$ cat src/rtl/core/c2s_pkg.sv
package c2s_pkg;

    // fixed-point formats
    localparam int GUARD_BITS   = 8;
    localparam int TABLE_LEN    = 24;
    localparam int TURN_BITS    = 32;
    localparam int POL_ACC_BITS = 34;
    localparam int KINV_BITS    = 21;
    localparam int KINV_FRAC    = 20;
    localparam int GAIN_SHIFT   = 50;
    localparam int OUT_BITS     = 16;
    localparam int MARGIN_BITS  = 4;

    localparam logic [TURN_BITS-1:0]    HALF_TURN    = 32'h8000_0000;
    localparam logic [POL_ACC_BITS-1:0] QUARTER_TURN = 34'h0_4000_0000;
    localparam logic [OUT_BITS-1:0]     HALF_CODE    = 16'h8000;
    localparam logic [OUT_BITS-1:0]     MAX_CODE     = 16'hFFFF;
    localparam int                      ROUND_HALF   = 32768;
    localparam int                      ANGLE_SHIFT  = 16;

    // atan(2^-i) as fractions of a full turn
    localparam logic [TURN_BITS-1:0] ATAN_TURNS [TABLE_LEN] = '{
        32'd536870912, 32'd316933406, 32'd167458907, 32'd85004756,
        32'd42667331,  32'd21354465,  32'd10679838,  32'd5340245,
        32'd2670163,   32'd1335087,   32'd667544,    32'd333772,
        32'd166886,    32'd83443,     32'd41722,     32'd20861,
        32'd10430,     32'd5215,      32'd2608,      32'd1304,
        32'd652,       32'd326,       32'd163,       32'd81
    };

    // per-point status carried alongside the datapath
    typedef struct packed {
        logic on_axis;
        logic z_neg;
        logic z_zero;
    } c2s_flags_t;

    // number of iterations actually run
    function automatic int step_count(input int steps);
        return (steps < TABLE_LEN) ? steps : TABLE_LEN;
    endfunction

    // square root of the cordic gain product, scaled by 2^30
    function automatic logic [63:0] gain_root(input int n);
        logic [63:0] p;
        logic [63:0] v;
        logic [63:0] res;
        logic [63:0] bval;
        p = 64'd1 << 60;
        for (int i = 0; i < TABLE_LEN; i++)
        begin
            if (i < n)
            begin
                p = p + (p >> (2 * i));
            end
        end
        v    = p;
        res  = 64'd0;
        bval = 64'd1 << 62;
        for (int j = 0; j < 32; j++)
        begin
            if (bval > v)
            begin
                bval = bval >> 2;
            end
        end
        for (int j = 0; j < 32; j++)
        begin
            if (bval != 64'd0)
            begin
                if (v >= res + bval)
                begin
                    v   = v - (res + bval);
                    res = (res >> 1) + bval;
                end
                else
                begin
                    res = res >> 1;
                end
                bval = bval >> 2;
            end
        end
        if (res == 64'd0)
        begin
            res = 64'd1;
        end
        return res;
    endfunction

endpackage

$ cat src/rtl/core/c2s_pre.sv
module c2s_pre #(
    parameter int CB = 16,
    parameter int W  = 28
) (
    input  logic                             clk,
    input  logic                             rst_n,
    input  logic                             en,
    input  logic                             in_valid,
    input  logic [CB-1:0]                    coord_x,
    input  logic [CB-1:0]                    coord_y,
    input  logic [CB-1:0]                    coord_z,
    output logic                             out_valid,
    output logic signed [W-1:0]              out_x,
    output logic signed [W-1:0]              out_y,
    output logic [c2s_pkg::TURN_BITS-1:0]    out_acc,
    output logic [CB-1:0]                    out_z,
    output c2s_pkg::c2s_flags_t              out_flags
);

    logic                          valid_reg;
    logic signed [W-1:0]           x_reg, x_next;
    logic signed [W-1:0]           y_reg, y_next;
    logic [c2s_pkg::TURN_BITS-1:0] acc_reg, acc_next;
    logic [CB-1:0]                 z_reg;
    c2s_pkg::c2s_flags_t           flags_reg, flags_next;
    logic signed [W-1:0]           xs, ys;

    // scale into the guarded datapath, fold negative x by a half turn
    always_comb
    begin
        xs = W'($signed(coord_x)) <<< c2s_pkg::GUARD_BITS;
        ys = W'($signed(coord_y)) <<< c2s_pkg::GUARD_BITS;
        if (coord_x[CB-1])
        begin
            x_next   = -xs;
            y_next   = -ys;
            acc_next = c2s_pkg::HALF_TURN;
        end
        else
        begin
            x_next   = xs;
            y_next   = ys;
            acc_next = '0;
        end
        flags_next.on_axis = (coord_x == '0) && (coord_y == '0);
        flags_next.z_neg   = coord_z[CB-1];
        flags_next.z_zero  = (coord_z == '0);
    end

    // valid bit
    always_ff @(posedge clk or negedge rst_n)
    begin
        if (!rst_n)
        begin
            valid_reg <= 1'b0;
        end
        else if (en)
        begin
            valid_reg <= in_valid;
        end
    end

    // payload
    always_ff @(posedge clk)
    begin
        if (en)
        begin
            x_reg     <= x_next;
            y_reg     <= y_next;
            acc_reg   <= acc_next;
            z_reg     <= coord_z;
            flags_reg <= flags_next;
        end
    end

    assign out_valid = valid_reg;
    assign out_x     = x_reg;
    assign out_y     = y_reg;
    assign out_acc   = acc_reg;
    assign out_z     = z_reg;
    assign out_flags = flags_reg;

endmodule

$ cat config.mk
export PLATFORM = sky130hd
export DESIGN_NAME = c2s_pre
export DESIGN_NICKNAME = d
export VERILOG_FILES = /design/src/rtl/core/c2s_pkg.sv /design/src/rtl/core/c2s_pre.sv
export SDC_FILE = /design/constraint.sdc
export NUM_CORES = 1
export LEC_CHECK = 0
export BUFFER_PORTS_ARGS = -buffer_cell sky130_fd_sc_hd__buf_2
export CAP_MARGIN = 20
export CELL_PAD_IN_SITES_DETAIL_PLACEMENT = 0
export CELL_PAD_IN_SITES_GLOBAL_PLACEMENT = 1
export CORE_MARGIN = 2
export CORE_UTILIZATION = 37
export CTS_CLUSTER_SIZE = 28
export DETAILED_ROUTE_END_ITERATION = 6
export PLACE_DENSITY_LB_ADDON = 0.1
export SETUP_SLACK_MARGIN = 0.2
export SKIP_LAST_GASP = 1
export SYNTH_ARGS = -nofsm -noshare
export SYNTH_HDL_FRONTEND = slang
export SYNTH_SLANG_ARGS = --single-unit
$ cat constraint.sdc
create_clock -name clk -period 1.76 [get_ports clk]
set_clock_uncertainty 0.05 [all_clocks]
set_input_delay 0.352 -clock clk [delete_from_list [all_inputs] [get_ports clk]]
set_output_delay 0.352 -clock clk [all_outputs]
set_load 0.02 [all_outputs]
==> flow_metrics.tcl, run 1 <==
set metrics [dict create \
    setup_viol 0 \
    cap_violations 0 \
    dr_wl_met2_um 2810 \
    grt_pass1_wl_um 8760 \
    max_stage_delay_ns 0.60 \
    grt_pass1_vias 1912 \
    drc 0 \
    antenna_found_initial 0 \
    port_buffers 112 \
    wirelength_um 5920 \
    seq_power_share_pct 44.0 \
    drive_gt1_share_pct 50.9 \
    regToRegSetupSlack_ns 0.97 \
    gp_congestion 0.718 \
    fin_util_pct 54.0 \
    highest-signal-layer "met4" \
    hold_ws_ns 0.173 \
    hpwl_um 4710 \
    clock_latency_ns 0.32 \
    min_period_over_period_pct 91.0 \
    core_area_sq_mm 0.00781 \
    ir_worst_vdd_mv 0.388 \
    drt_first_pass_iters 5 \
    syn_avg_cell_area_sq_um 13.7 \
    crit_path_top_delay_cell "or4_4" \
    reg2reg_depth 1 \
    power.switching_mw 1.01 \
    syn_area_sq_mm 0.00302 \
    path_buf_inv 1 \
    mostFrequentLayoutCell "buf_2" \
    pwr_density_cell_mw_per_mm2 944 \
    status "finished clean" \
    crit-reg2reg-capture "out_valid" \
    path_class "in -> reg" \
    critPathTopFamily "simple AND/OR/NAND/NOR gates" \
    final_cells 483 \
    cp.arrival_ns 1.61 \
    pre_cts_ws_ns -0.261 \
    wl_met1_um 2460 \
    drv_slew 0 \
    wl_per_cell_um 12.3 \
    postRouteAntennaNets 0 \
    die_h_um 94.4 \
    mostFrequentLayoutCells "buf_2 (108), edfxtp_1 (59), conb_1 (51)" \
    layout_min_cycle_time_ns 1.60 \
    cts_buffer_depth 2 \
    crit_path_end_kind "flop" \
    vias_per_cell 4.33 \
    hold_depth 1 \
    numCtsBuffers 9 \
    crit_start "coord_y[10]" \
    dr.first_iter.drc_count 61 \
    rr_startpoint "out_valid" \
    tns_ns 0 \
    fp.dieArea_sq_mm 0.00891 \
    fin_area_sq_mm 0.00422 \
    cts-root-buf "clkbuf_8" \
    antenna_cells 0 \
    nets 430 \
    ioPinCount 160 \
    area_growth_pct 39.6 \
    worstPathCellList "buf_6, or4_4, o41ai_4, o21ai_1" \
    die_w_um 94.4 \
    combPwrFrac_pct 19.0 \
    switching_share_pct 25.3 \
    clkPwrFrac_pct 37.0 \
    grt.overflow.total 0 \
    crit_end "out_y[25]" \
    netlist_instances 220 \
    finalWorstSetupSlack_ns 0.159 \
    hold_viol 0 \
    cp-start-kind "input pin" \
    leakagePower_nw 1.79 \
    crit_required_ns 1.77 \
    power_mw 3.98 \
    fp-row-count 32 \
    grt_max_degree 43 \
    hp-start "coord_z[11]" \
    clock_sinks 60 \
    crit_fanout 7 \
    grt_usage_pct 13.1 \
    ys_ff_latch 60 \
    p_int_mw 2.97 \
    cts_tree "yes" \
    route.met3.wl_um 568 \
    clk_pin_slew_ns 0.06 \
    yosysWarnings 0 \
    cts_max_level 3 \
    dpl_cell_area_sq_mm 0.00394 \
    synth.distinct_cells 32 \
    numPlacedInstances 466 \
    initial_core_util_pct 38.7 \
    num_vias 2091 \
    path_depth 4 \
    fmax_ghz 0.624 \
    hold_path.class "in -> reg" \
    rsz0062_at_grt "yes" \
    ys_seq_area_share_pct 59.4 \
]
## timing repair
item                                    in CTS  in global routing
gates resized for setup                      3                  3
pin swaps                                    2                  3
setup buffers                                0                  0
hold buffers                                 1                  0
hold endpoints to repair                     1                  0
endpoints found under the setup margin      11                 10
## power by group through the flow
stage	Sequential, mW	Clock, mW	Combinational, mW
after global placement	1.78	0	0.751
final	1.75	1.47	0.756
after floorplan	1.96	0	0.335
after global routing	1.76	1.60	0.816
after CTS	1.75	1.53	0.761
after detailed placement	1.78	0	0.755
## synthesized netlist by cell type (all sizes together)
| cell type | instances | share of area, % |
|---|---|---|
| or4 | 6 | 1.6 |
| conb | 1 | 0.12 |
| buf | 52 | 13 |
| xnor2 | 26 | 7.5 |
| or3 | 6 | 1.3 |
| nor2 | 2 | 0.25 |
| ha | 2 | 0.83 |
| o211ai | 1 | 0.25 |
| o21ai | 10 | 1.7 |
| inv | 4 | 0.50 |
| or3b | 1 | 0.29 |
| nor4 | 7 | 1.7 |
| and4 | 1 | 0.29 |
| dfrtp | 1 | 0.83 |
| and4b | 2 | 0.66 |
| clkbuf | 6 | 0.74 |
| o41ai | 9 | 4.7 |
| nand2b | 7 | 1.4 |
| or4b | 1 | 0.33 |
| or2 | 2 | 0.41 |
| edfxtp | 59 | 59 |
| mux2 | 1 | 0.37 |
| nand2 | 4 | 0.50 |
| o31ai | 9 | 2.2 |
## final cells by class
type                    count  area, sq um
clock inverters             5          100
fillers                   691         3590
flip-flops and latches     60         1800
inverters                   4         30.0
multi-input cells         148         1110
clock buffers              11          141
repair buffers            153          908
well taps                 102          128
## sequential cells by signal (all words and copies together) (netlist names)
name,count
out_z,16
out_flags,2
out_acc,1
out_y,20
out_valid,1
out_x,20
## worst min-delay path by stage
stage	end	slack [ns]
detailed placement	out_valid	0.08
CTS	out_z[11]	0.15
global route	out_z[11]	0.15
floorplan	out_valid	0.006
global placement	out_valid	0.08
finish	out_z[11]	0.17
## routing by layer
metal / track usage (%) / up-vias
met2: 21.8 / 108
li1: - / 1028
met4: 6.52 / 0
met3: 3.67 / 7
met1: 15.6 / 948
met5: 0 / -
## kinds of logic (layout without fill, tap and decap cells)
logic type	count (synthesis)	after routing	share of synthesized area, %
buf+inv	62	173	14.1
fa+ha+maj	2	2	0.828
flops	60	60	59.4
mux	1	1	0.372
simple gates	39	39	8.73
other cells	1	51	0.124
compound gates	29	29	8.86
xor+xnor	26	26	7.53
Power figures use the tool's default switching activity.
==> inputs of run 2 (changes only) <==
--- a/config.mk
+++ b/config.mk
@@ -14,7 +14,7 @@
 export CTS_CLUSTER_SIZE = 28
 export DETAILED_ROUTE_END_ITERATION = 6
 export PLACE_DENSITY_LB_ADDON = 0.1
-export SETUP_SLACK_MARGIN = 0.2
+export SETUP_SLACK_MARGIN = 0.05
 export SKIP_LAST_GASP = 1
 export SYNTH_ARGS = -nofsm -noshare
 export SYNTH_HDL_FRONTEND = slang
==> run 2 against run 1 <==
Worst hold slack got worse by 0.011 ns. Critical path depth grew 1. Via count is 0.19% higher. Die area stayed put. Sequential share of layout area rose by 2.1 points. Sequential power barely moved.
==> flow_metrics.tcl, run 2 (synthesized netlist as in run 1, its figures left out) <==
set metrics [dict create \
    status "finished clean" \
    wl_per_cell_um 12.9 \
    switching_share_pct 26.0 \
    port_buffers 112 \
    seq_power_share_pct 44.0 \
    clock_sinks 60 \
    power.switching_mw 1.04 \
    area_growth_pct 32.9 \
    setup_viol 0 \
    drt_first_pass_iters 4 \
    nets 420 \
    crit_required_ns 1.78 \
    dr.first_iter.drc_count 75 \
    pre_cts_ws_ns -0.264 \
    rsz0062_at_grt "yes" \
    hpwl_um 4500 \
    grt.overflow.total 0 \
    cts_buffer_depth 2 \
    clk_pin_slew_ns 0.07 \
    num_vias 2095 \
    grt_pass1_wl_um 9180 \
    grt_pass1_vias 1900 \
    drive_gt1_share_pct 47.4 \
    seqCellArea_sq_mm 0.00180 \
    fp-row-count 32 \
    wirelength_um 6090 \
    finalWorstSetupSlack_ns 0.0571 \
    cts-root-buf "clkbuf_8" \
    cp.arrival_ns 1.72 \
    ioPinCount 160 \
    vias_per_cell 4.43 \
    path_class "in -> reg" \
    numPlacedInstances 456 \
    gp_congestion 0.674 \
    antenna_cells 0 \
    cts_max_level 3 \
    initial_core_util_pct 38.7 \
    cts-resized-gates 0 \
    p_int_mw 2.95 \
    crit_path_end_kind "flop" \
    postRouteAntennaNets 0 \
    power_mw 3.99 \
    postCtsSetupBuffers 0 \
    numCtsBuffers 9 \
    mostFrequentLayoutCell "buf_2" \
    layout_min_cycle_time_ns 1.70 \
    die_h_um 94.4 \
    fp.dieArea_sq_mm 0.00891 \
    cap_violations 0 \
    hold_path.class "in -> reg" \
    antenna_found_initial 0 \
    cp-start-kind "input pin" \
    core_area_sq_mm 0.00781 \
    clkPwrFrac_pct 38.1 \
    fmax_ghz 0.587 \
    drc 0 \
    combPwrFrac_pct 17.9 \
    ir_worst_vdd_mv 0.363 \
    drv_slew 0 \
    grt_usage_pct 13.6 \
    cts_tree "yes" \
    fillers 735 \
    leakagePower_nw 1.71 \
    pwr_density_cell_mw_per_mm2 992 \
    clock_latency_ns 0.33 \
    hold_viol 0 \
    grt_max_degree 45 \
    min_period_over_period_pct 96.8 \
    mostFrequentLayoutCells "buf_2 (112), edfxtp_1 (59), conb_1 (51)" \
    final_cells 473 \
    crit_fanout 6 \
    multiInputGateArea_sq_mm 0.00101 \
    die_w_um 94.4 \
]
[run 2: cell type report]
type                       count  share of cell area (%)
sequential                    60                    44.7
clock inverter                 6                    2.77
inverter                       4                   0.436
tap                          102                    3.18
multi-input combinational    148                    25.1
clock buffer                  10                    3.42
timing repair buffer         143                    20.4
[run 2: stage by stage]
step	area, sq um	hold slack (ns)	setup TNS (ns)	util [%]
2_1_floorplan	3250	0.00641	-0.124	-
3_3_place_gp	3760	0.0768	-3.62	48.2
3_5_place_dp	3760	0.0783	-3.81	48.2
4_1_cts	4020	0.150	0	51.5
5_1_grt	4020	0.144	0	51.5
6_report	4020	0.162	0	51.5
[run 2: critical path, stage by stage]
cell and delay [ns]:
buf_2 0.12, buf_4 0.13, or4_1 0.63, o41ai_1 0.38
xnor2_1 0.10
[run 2: per-layer routing]
| layer | track usage, % | vias up | part of all wire [%] |
|---|---|---|---|
| met5 | 0 | - | 0 |
| met4 | 6.52 | 0 | 2.0 |
| met3 | 4.63 | 9 | 11 |
| met2 | 20.9 | 117 | 45 |
| met1 | 17.4 | 960 | 42 |
| li1 | - | 1009 | - |
[run 2: worst paths after layout]
check / cells past startpoint / from / to / slack (ns)
worst max-delay path: 5 / coord_y[1] / out_y[17] / 0.06
worst min-delay path: 1 / coord_z[14] / out_z[14] / 0.16
worst max register to register: 1 / out_valid / out_valid / 0.97
worst min register to register: 1 / out_valid / out_valid / 0.46
max in group asynchronous: 2 / rst_n / out_valid / 1.30
min in group asynchronous: 2 / rst_n / out_valid / 0.28
[run 2: power groups by stage]
| stage | clock (mW) | combinational, mW | sequential (mW) |
|---|---|---|---|
| 2_1_floorplan | 0 | 0.313 | 1.96 |
| 3_3_place_gp | 0 | 0.714 | 1.78 |
| 3_5_place_dp | 0 | 0.715 | 1.79 |
| 4_1_cts | 1.57 | 0.718 | 1.76 |
| 5_1_grt | 1.64 | 0.769 | 1.77 |
| 6_report | 1.52 | 0.712 | 1.75 |
[run 2: repair_timing]
action                                  CTS  global route
endpoints found under the setup margin    0             1
hold buffers                              1             0
endpoints found under the hold margin     1             0
==> inputs of run 3 (changes only) <==
--- a/config.mk
+++ b/config.mk
@@ -10,7 +10,7 @@
 export CELL_PAD_IN_SITES_DETAIL_PLACEMENT = 0
 export CELL_PAD_IN_SITES_GLOBAL_PLACEMENT = 1
 export CORE_MARGIN = 2
-export CORE_UTILIZATION = 37
+export CORE_UTILIZATION = 31
 export CTS_CLUSTER_SIZE = 28
 export DETAILED_ROUTE_END_ITERATION = 6
 export PLACE_DENSITY_LB_ADDON = 0.1
==> constraint.sdc (replaced) <==
create_clock -name clk -period 1.47 [get_ports clk]
set_clock_uncertainty 0.05 [all_clocks]
set_input_delay 0.294 -clock clk [delete_from_list [all_inputs] [get_ports clk]]
set_output_delay 0.294 -clock clk [all_outputs]
set_load 0.02 [all_outputs]
==> run 3 against run 2 <==
The flow now finishes with violations (negative setup slack). Worst setup slack worse by 0.12 ns. Core utilization down 4.2 points. Power up 19%. Worst hold slack worse by 0.059 ns. Clock power up 9.9%. Sequential power up 20%. Die area up 18%. Non-clock buffer count up 23. Cell count up 11%. Flip-flop and latch count unchanged. Via count up 4.5%. Largest cell class unchanged.
==> flow_metrics.tcl, run 3 (synthesized netlist as in run 1, its figures left out) <==
set metrics [dict create \
    fin_util_pct 47.3 \
    postRouteAntennaNets 0 \
    dpl_cell_area_sq_mm 0.00410 \
    fp-row-count 36 \
    crit_required_ns 1.49 \
    grt.overflow.total 0 \
    mostFrequentLayoutCell "buf_2" \
    cp-start-kind "input pin" \
    initial_core_util_pct 31.4 \
    status "complete, but fails checks" \
    cts_tree "yes" \
    pre_cts_ws_ns -0.447 \
    port_buffers 112 \
    violations "negative setup slack" \
    clk_pin_slew_ns 0.07 \
    antenna_cells 0 \
    num_vias 2190 \
    power_mw 4.75 \
    die_w_um 103 \
    leakagePower_nw 1.97 \
    numCtsBuffers 9 \
    cts_buffer_depth 2 \
    grt_pass1_wl_um 9700 \
    cp.arrival_ns 1.55 \
    gp_congestion 0.740 \
    wl_per_cell_um 12.4 \
    clock_sinks 60 \
    core_area_sq_mm 0.00964 \
    fillers 949 \
    clock_latency_ns 0.33 \
    pwr_density_cell_mw_per_mm2 1040 \
    hold_path.class "in -> reg" \
    crit_path_end_kind "flop" \
    hold_viol 0 \
    rsz0062_at_grt "yes" \
    numPlacedInstances 503 \
    drt_first_pass_iters 4 \
    setup_viol 6 \
    ir_worst_vdd_mv 0.424 \
    grt_max_degree 42 \
    nets 443 \
    tns_ns -0.251 \
    ioPinCount 160 \
    fmax_ghz 0.654 \
    drv_slew 0 \
    cts_max_level 3 \
    grt_usage_pct 12.3 \
    area_growth_pct 50.8 \
    die_h_um 103 \
    grt_pass1_vias 2043 \
    vias_per_cell 4.16 \
    min_period_over_period_pct 104 \
    hpwl_um 4860 \
    drc 0 \
    dr.first_iter.drc_count 70 \
    layout_min_cycle_time_ns 1.53 \
    mostFrequentLayoutCells "buf_2 (105), edfxtp_1 (59), conb_1 (51)" \
    fp.dieArea_sq_mm 0.0106 \
    cap_violations 0 \
    drive_gt1_share_pct 55.6 \
    wirelength_um 6510 \
    cts-root-buf "clkbuf_8" \
    hold_ws_ns 0.103 \
    final_cells 527 \
    finalWorstSetupSlack_ns -0.0581 \
    path_class "in -> reg" \
    fin_area_sq_mm 0.00456 \
    antenna_found_initial 0 \
    crit_fanout 7 \
]
==> run 3: changes by cell type in the layout (fill, tap and decap cells not counted), sizes merged <==
cell | before | now
bufinv | 3 | 2
buf | 142 | 165
inv | 4 | 5
==> run 3: cell type report <==
cell class / instances / area, sq um / area share [%]
inverters: 4 / 30.0 / 0.659
clock buffers: 10 / 138 / 3.02
repair buffers: 166 / 1110 / 24.4
clock inverters: 6 / 86.3 / 1.89
flip-flops and latches: 60 / 1800 / 39.4
well taps: 133 / 166 / 3.65
multi-input cells: 148 / 1230 / 26.9
==> run 3: power breakdown <==
group | internal [mW] | switching, mW
registers | 2.06 | 0.0365
logic | 0.378 | 0.603
clock network | 1.00 | 0.667
==> run 3: path summary, 6_finish.rpt <==
check	startpoint	end	slack [ns]	depth (start not counted)
max	coord_y[8]	out_y[27]	-0.06	4
max reg2reg	out_valid	out_valid	0.67	1
min in group asynchronous	rst_n	out_valid	0.22	2
max in group asynchronous	rst_n	out_valid	1.06	2
min	coord_z[8]	out_z[8]	0.10	1
min reg2reg	out_valid	out_valid	0.47	1
==> run 3: what timing repair did <==
item | CTS | global route
resized for setup | 13 | 18
hold endpoints to repair | 1 | 0
setup buffers | 4 | 3
endpoints found under the setup margin | 20 | 23
pin swaps | 17 | 13
hold buffers | 1 | 0
==> run 3: per-layer routing <==
layer / global-route usage (%) / wire (um)
met4: 6.38 / 102
met3: 3.25 / 448
met2: 19.4 / 3110
met5: 0 / 0
met1: 15.6 / 2850
==> run 3: critical path, stage by stage <==
cell     delay (ns)
buf_2          0.11
or4_4          0.58
o41ai_4        0.45
o21ai_1        0.11
